===== config.mk =====
export PLATFORM = sky130hd
export DESIGN_NAME = voc_block_deframer
export DESIGN_NICKNAME = d
export VERILOG_FILES = /design/src/sv/vbd_pkg.sv /design/src/sv/vbd_parser.sv /design/src/sv/voc_block_deframer.sv
export SDC_FILE = /design/constraint.sdc
export NUM_CORES = 1
export LEC_CHECK = 0
export BUFFER_PORTS_ARGS = -buffer_cell sky130_fd_sc_hd__buf_2
export CELL_PAD_IN_SITES_DETAIL_PLACEMENT = 1
export CELL_PAD_IN_SITES_GLOBAL_PLACEMENT = 1
export CORE_ASPECT_RATIO = 0.7
export CORE_MARGIN = 2
export CORE_UTILIZATION = 50
export CTS_BUF_LIST = sky130_fd_sc_hd__clkbuf_8
export DETAILED_ROUTE_END_ITERATION = 6
export PLACE_DENSITY_LB_ADDON = 0.12
export SLEW_MARGIN = 20
export SYNTH_ARGS = -nofsm -noshare
export SYNTH_HDL_FRONTEND = slang
export SYNTH_HIERARCHICAL = 1
export SYNTH_SLANG_ARGS = --single-unit

===== constraint.sdc =====
create_clock -name clk -period 11.75 [get_ports clk]
set_input_delay 1.7625 -clock clk [delete_from_list [all_inputs] [get_ports clk]]
set_output_delay 1.7625 -clock clk [all_outputs]
set_load 0.005 [all_outputs]

===== src/sv/vbd_pkg.sv =====
package vbd_pkg;

	localparam int unsigned MainHdrLen = 26;
	localparam int unsigned FmtLen     = 12;

	localparam logic [7:0] TYPE_FORMAT = 8'h09;
	localparam logic [7:0] TYPE_DATA   = 8'h02;

	typedef struct packed {
		logic       valid;
		logic [7:0] data;
		logic       raw;
	} vbd_emit_t;

endpackage


===== src/sv/vbd_parser.sv =====
module vbd_parser (
	input  logic              clk,
	input  logic              arst_n,
	input  logic              step,
	input  logic [7:0]        byte_in,
	output vbd_pkg::vbd_emit_t emit,
	output logic [31:0]       rate_q,
	output logic [7:0]        bits_q,
	output logic [7:0]        chans_q
);

	typedef enum logic [2:0] {
		PH_MAIN_HDR,
		PH_FIRST_TYPE,
		PH_FMT_SIZE,
		PH_FMT_BODY,
		PH_PAYLOAD,
		PH_BLK_TYPE,
		PH_BLK_SIZE,
		PH_RAW
	} phase_t;

	phase_t      phase_q;
	logic [4:0]  count_q;
	logic [23:0] remain_q;
	logic [23:0] size_q;

	logic [4:0]  count_inc;
	logic [23:0] size_nxt;
	logic [23:0] remain_dec;

	assign count_inc  = count_q + 5'd1;
	assign remain_dec = (remain_q != 24'd0) ? remain_q - 24'd1 : remain_q;

	always_comb begin
		case (count_q)
			5'd0:    size_nxt = {16'd0, byte_in};
			5'd1:    size_nxt = size_q | {8'd0, byte_in, 8'd0};
			default: size_nxt = size_q | {byte_in, 16'd0};
		endcase
	end

	always_comb begin
		emit.valid = 1'b0;
		emit.data  = byte_in;
		emit.raw   = 1'b1;
		case (phase_q)
			PH_FIRST_TYPE: emit.valid = (byte_in != vbd_pkg::TYPE_FORMAT);
			PH_PAYLOAD: begin
				emit.valid = 1'b1;
				emit.raw   = 1'b0;
			end
			PH_BLK_TYPE:   emit.valid = (byte_in != vbd_pkg::TYPE_DATA);
			PH_RAW:        emit.valid = 1'b1;
			default:       emit.valid = 1'b0;
		endcase
	end

	always_ff @(posedge clk or negedge arst_n) begin
		if (!arst_n) begin
			phase_q  <= PH_MAIN_HDR;
			count_q  <= 5'd0;
			remain_q <= 24'd0;
			size_q   <= 24'd0;
			rate_q   <= 32'd0;
			bits_q   <= 8'd0;
			chans_q  <= 8'd0;
		end else if (step) begin
			case (phase_q)
				PH_MAIN_HDR: begin
					if (count_inc >= 5'(vbd_pkg::MainHdrLen)) begin
						count_q <= 5'd0;
						phase_q <= PH_FIRST_TYPE;
					end else begin
						count_q <= count_inc;
					end
				end
				PH_FIRST_TYPE: begin
					if (byte_in == vbd_pkg::TYPE_FORMAT) begin
						count_q <= 5'd0;
						phase_q <= PH_FMT_SIZE;
					end else begin
						phase_q <= PH_RAW;
					end
				end
				PH_FMT_SIZE: begin
					size_q <= size_nxt;
					if (count_q >= 5'd2) begin
						remain_q <= (size_nxt >= 24'(vbd_pkg::FmtLen))
							? size_nxt - 24'(vbd_pkg::FmtLen) : 24'd0;
						count_q  <= 5'd0;
						phase_q  <= PH_FMT_BODY;
					end else begin
						count_q <= count_inc;
					end
				end
				PH_FMT_BODY: begin
					case (count_q)
						5'd0: rate_q <= {24'd0, byte_in};
						5'd1: rate_q <= rate_q | {16'd0, byte_in, 8'd0};
						5'd2: rate_q <= rate_q | {8'd0, byte_in, 16'd0};
						5'd3: rate_q <= rate_q | {byte_in, 24'd0};
						5'd4: bits_q <= byte_in;
						5'd5: chans_q <= byte_in;
						default: ;
					endcase
					if (count_inc >= 5'(vbd_pkg::FmtLen)) begin
						count_q <= 5'd0;
						phase_q <= (remain_q != 24'd0) ? PH_PAYLOAD : PH_BLK_TYPE;
					end else begin
						count_q <= count_inc;
					end
				end
				PH_PAYLOAD: begin
					remain_q <= remain_dec;
					if (remain_dec == 24'd0) begin
						phase_q <= PH_BLK_TYPE;
					end
				end
				PH_BLK_TYPE: begin
					if (byte_in == vbd_pkg::TYPE_DATA) begin
						count_q <= 5'd0;
						phase_q <= PH_BLK_SIZE;
					end else begin
						phase_q <= PH_RAW;
					end
				end
				PH_BLK_SIZE: begin
					size_q <= size_nxt;
					if (count_q >= 5'd2) begin
						remain_q <= size_nxt;
						count_q  <= 5'd0;
						phase_q  <= (size_nxt != 24'd0) ? PH_PAYLOAD : PH_BLK_TYPE;
					end else begin
						count_q <= count_inc;
					end
				end
				default: phase_q <= PH_RAW;
			endcase
		end
	end

endmodule


===== src/sv/voc_block_deframer.sv =====
// channel | signals                                               | direction
// input   | in_valid, in_ready, in_byte                           | in
// output  | out_valid, out_ready, out_byte, sample_rate,          | out
//         | sample_bits, channel_count, raw_mode                  |
// One byte per cycle sustained while out_ready stays high: an input register feeds
// the parse step, whose result lands in the output register.
// Header bytes produce no output transaction.
// arst_n clears parse state, format fields and both valid flags.
// A stalled output holds the input register; in_ready drops only when both are full.
module voc_block_deframer (
	input  logic        clk,
	input  logic        arst_n,
	input  logic        in_valid,
	output logic        in_ready,
	input  logic [7:0]  in_byte,
	output logic        out_valid,
	input  logic        out_ready,
	output logic [7:0]  out_byte,
	output logic [31:0] sample_rate,
	output logic [7:0]  sample_bits,
	output logic [7:0]  channel_count,
	output logic        raw_mode
);

	logic               valid_s1;
	logic [7:0]         byte_s1;
	logic               s2_free;
	logic               step;
	vbd_pkg::vbd_emit_t emit;
	logic [31:0]        rate_q;
	logic [7:0]         bits_q;
	logic [7:0]         chans_q;

	assign s2_free  = !out_valid || out_ready;
	assign step     = valid_s1 && s2_free;
	assign in_ready = !valid_s1 || s2_free;

	always_ff @(posedge clk or negedge arst_n) begin
		if (!arst_n) begin
			valid_s1 <= 1'b0;
		end else if (in_ready) begin
			valid_s1 <= in_valid;
		end
	end

	always_ff @(posedge clk) begin
		if (in_ready && in_valid) begin
			byte_s1 <= in_byte;
		end
	end

	vbd_parser u_parser (
		.clk     (clk),
		.arst_n  (arst_n),
		.step    (step),
		.byte_in (byte_s1),
		.emit    (emit),
		.rate_q  (rate_q),
		.bits_q  (bits_q),
		.chans_q (chans_q)
	);

	always_ff @(posedge clk or negedge arst_n) begin
		if (!arst_n) begin
			out_valid <= 1'b0;
		end else if (s2_free) begin
			out_valid <= step && emit.valid;
		end
	end

	always_ff @(posedge clk) begin
		if (step && emit.valid) begin
			out_byte      <= emit.data;
			raw_mode      <= emit.raw;
			sample_rate   <= rate_q;
			sample_bits   <= bits_q;
			channel_count <= chans_q;
		end
	end

endmodule


==> metrics.md <==
| Metric | Value |
|---|---|
| Synth async-reset ratio | about three fifths |
| Synth warn | 6 |
| Max cap viols | 0 |
| Placed Instance Area | around 9000 µm² |
| Pint | around 1.5 mW |
| DRT Wirelength | ~25000 µm |
| Fin nets | between 800 and 900 |
| Hold Fails Final Rpt | 0 |
| Max Clk Rate | 192.3 MHz |
| Switch Pwr | ~1.2 mW |
| PostCTS Resize Cnt | 0 |
| Pwr per Cell Area | about 280 nW/µm² |
| Most used routing layer | met2 |
| Comb power frac | 45.3% |
| CTS Buf Count | 17 |
| Gr usage total | 28.33% |
| Setup Fix Bufs, Post-CTS | 0 |
| H-tree depth | 4 |
| Syn avg cell area | 10.42 µm² |
| Post-synth top area cell | dfrtp_1 |
| Leakage | 3.932 nW |
| Setup TNS Final | 0 ns |
| Core area | ~17000 µm² |
| CTS Root Cell | clkbuf_8 |
| Area grow syn2layout | 10.15% |
| Met3 Usage GRT | under 10% |
| WP data required | between 10 and 15 ns |
| Final antenna-violating net count | 0 |
| Switching part of the total | 44.39% |
| Leading cell types by total area after synthesis | dfrtp_1 31%, edfxtp_1 23%, o21ai_0 3.9% |
| DP Worst Slack | ~6.6 ns |
| Worst VDD drop | around 180 µV |
| Clk_lat worst skew | 0.46 ns |
| Layout cells sized above 1 | between 10% and 20% |
| Clock sinks | ~170 |
| Pwr Total | between 2 and 3 mW |
| GP Congestion | ~0.87 |
| Slowest CP cell | nor4b_2 |
| Vias in the first global route | about 7100 |
| Die Y | about 110 µm |
| RSZ-0062 raised after global routing | no |
| Die width | around 160 µm |
| Worst hold slack | roughly 0.45 ns |
| Synthesis-stage register bit count | approximately 170 |
| Final std cells w/o fill | about 1100 |
| Worst-margin pin slew | about 1.1 ns |
| CTS tree | yes |
| Worst min path class | reg2reg |
| Synth top area share | between 30% and 40% |
| Final HPWL from detailed placement | 17550 µm |
| Fin. max-slew vios | 0 |
| Routed via count | a little under 7000 |
| GR Overflow Total | 0 |
| Final core utilization | 55.70% |
| Netlist cell types | roughly 80 |
| Post-DR vias/cell | 6.247 |
| Drt wl/cell | 22.51 µm |
| Met2 Usage GRT | a little under half |
| Worst Skew | approximately 0.011 ns |
| Initial core utilization | between 50% and 60% |
| Relative slew slack | about a quarter |
| Crit path buffers/inverters | 2 |
| # port buffers | 70 |
| # setup viols final | 0 |
| Final worst-path cycle share | roughly 44% |
| N_diodes | 0 |
| Initial drt markers | approximately 540 |
| Critical path class | reg2reg |
| Cell Area, Synth | ~8600 µm² |
| CP peak stage delay | 0.86 ns |
| Synthesized Nets | ~850 |
| CP Max Fanout | 21 |
| Post-synthesis sequential area ratio | between 50 and 60% |
| Placed cells | roughly 1100 |
| Met1 usage | about two fifths |
| Status | finished clean |
| Initial antenna violation count | 0 |
| CP Cell Sequence | inv_1 -> ha_1 -> nor4b_2 -> nand2b_1 -> a22oi_1 -> inv_1 -> ha_1 -> a21oi_1 -> o21ai_2 -> o41ai_4 -> nor2_4 -> a32o_1 -> a21oi_1 -> o21ai_0 |
| Tmin final | 5.200 ns |
| Largest net degree at the start of global routing | 63 |
| Worst setup margin | ~6.5 ns |
| Reg power frac | 38.6% |
| Post-Synthesis Cells | around 820 |
| Post-cts hold buffer count | 0 |
| Most frequent cells after synthesis | 106 x dfrtp_1, 83 x nor2_1, 80 x nand2_1 |
| First-pass GRT wire length | around 40000 µm |
| Crit start category | register |
| CP Data Arrival Time | ~5.5 ns |
| Clock buffer depth | 2 |
| Crit path max-delay family | compound AO/OA/AOI/OAI gates |
| DRC viols | 0 |
| Site row count | 40 |
| CP endpoint kind | register |
| Clk network pwr share | approximately 16% |
| Drt pass-1 iters | 5 |
| Most frequent cell after synthesis | dfrtp_1 |
| Total Die Area | approximately 18000 µm² |
| Reg clk slew, reported paths | approximately 0.10 ns |
| Design Area, Final | between 9000 and 10000 µm² |
| Synth Flop Type | dfrtp_1 |
| EDFF count, synth | 65 |
| # IOs | 71 |
[final timing paths]
check                      slack, ns  cells after the start                     to                 from
setup / recovery                6.55                     14  u_parser/remain_q[13]  u_parser/count_q[0]
hold / removal                  0.45                      0       channel_count[3]  u_parser/chans_q[3]
setup reg to reg                6.55                     14  u_parser/remain_q[13]  u_parser/count_q[0]
hold reg to reg                 0.45                      0       channel_count[3]  u_parser/chans_q[3]
max in group asynchronous       9.19                      2    u_parser/rate_q[23]               arst_n
min in group asynchronous       1.30                      1  u_parser/remain_q[19]               arst_n
[power by group through the flow]
stage | clock [mW] | sequential (mW) | combinational [mW]
6_report | 0.435 | 1.04 | 1.22
3_5_place_dp | 0 | 1.04 | 1.19
5_1_grt | 0.465 | 1.06 | 1.34
4_1_cts | 0.442 | 1.03 | 1.21
3_3_place_gp | 0 | 1.03 | 1.14
2_1_floorplan | 0 | 0.984 | 0.870
[layout make-up]
class	instances	area, µm²
Clock buffer	17	234.0
Clock inverter	15	177.7
Fill cell	1888	7516
Inverter	18	67.56
Multi-Input combinational cell	573	3635
Sequential cell	171	4604
Tap cell	231	289.0
Timing Repair Buffer	82	442.9
[state kept, by name, summed over array words and instances, names as in the netlist]
| name | flops |
|---|---|
| out_byte | 8 |
| u_parser/remain_q | 24 |
| sample_bits | 8 |
| u_parser/chans_q | 8 |
| sample_rate | 32 |
| u_parser/phase_q | 3 |
| byte_s1 | 8 |
| out_valid | 1 |
| channel_count | 8 |
| u_parser/rate_q | 32 |
| valid_s1 | 1 |
| u_parser/count_q | 5 |
| u_parser/bits_q | 8 |
| u_parser/size_q | 24 |
| raw_mode | 1 |
[worst reg2reg max path, delay by kind of cell, from the launching register on]
family                     cells  cell delay, ns
DFF                            1            0.47
buffers and inverters          2            0.21
and+or+nand+nor                3            1.82
adders and majority gates      2            0.51
AOI/OAI and AO/OA              7            2.06
[kinds of logic after synthesis]
kind of cell             share of synthesized area (%)
flip-flops                                       53.67
AND/OR/NAND/NOR                                  17.69
XOR/XNOR                                         2.042
AO/OA/AOI/OAI                                    17.62
adder cells (fa/ha/maj)                          1.750
multiplexers                                     2.975
buffers and inverters                            4.258
[cells in the final DEF, fill, tap and decap left out, drive strengths merged, types with 14 or more instances in the layout]
cell type / count
edfxtp: 65
inv: 27
o31ai: 14
clkbuf: 17
nand3: 16
nor2: 85
nand2: 80
nor4: 16
mux2: 20
buf: 82
nor3: 23
o21ai: 70
dfrtp: 106
a21oi: 56
[layer usage]
metal  wire length, µm  up-vias
met3              1373       32
li1                  -     3103
met5                 0        -
met4               355        0
met1             11410     3552
met2             11780      228
Note: power is estimated with default switching activity, not from simulation.
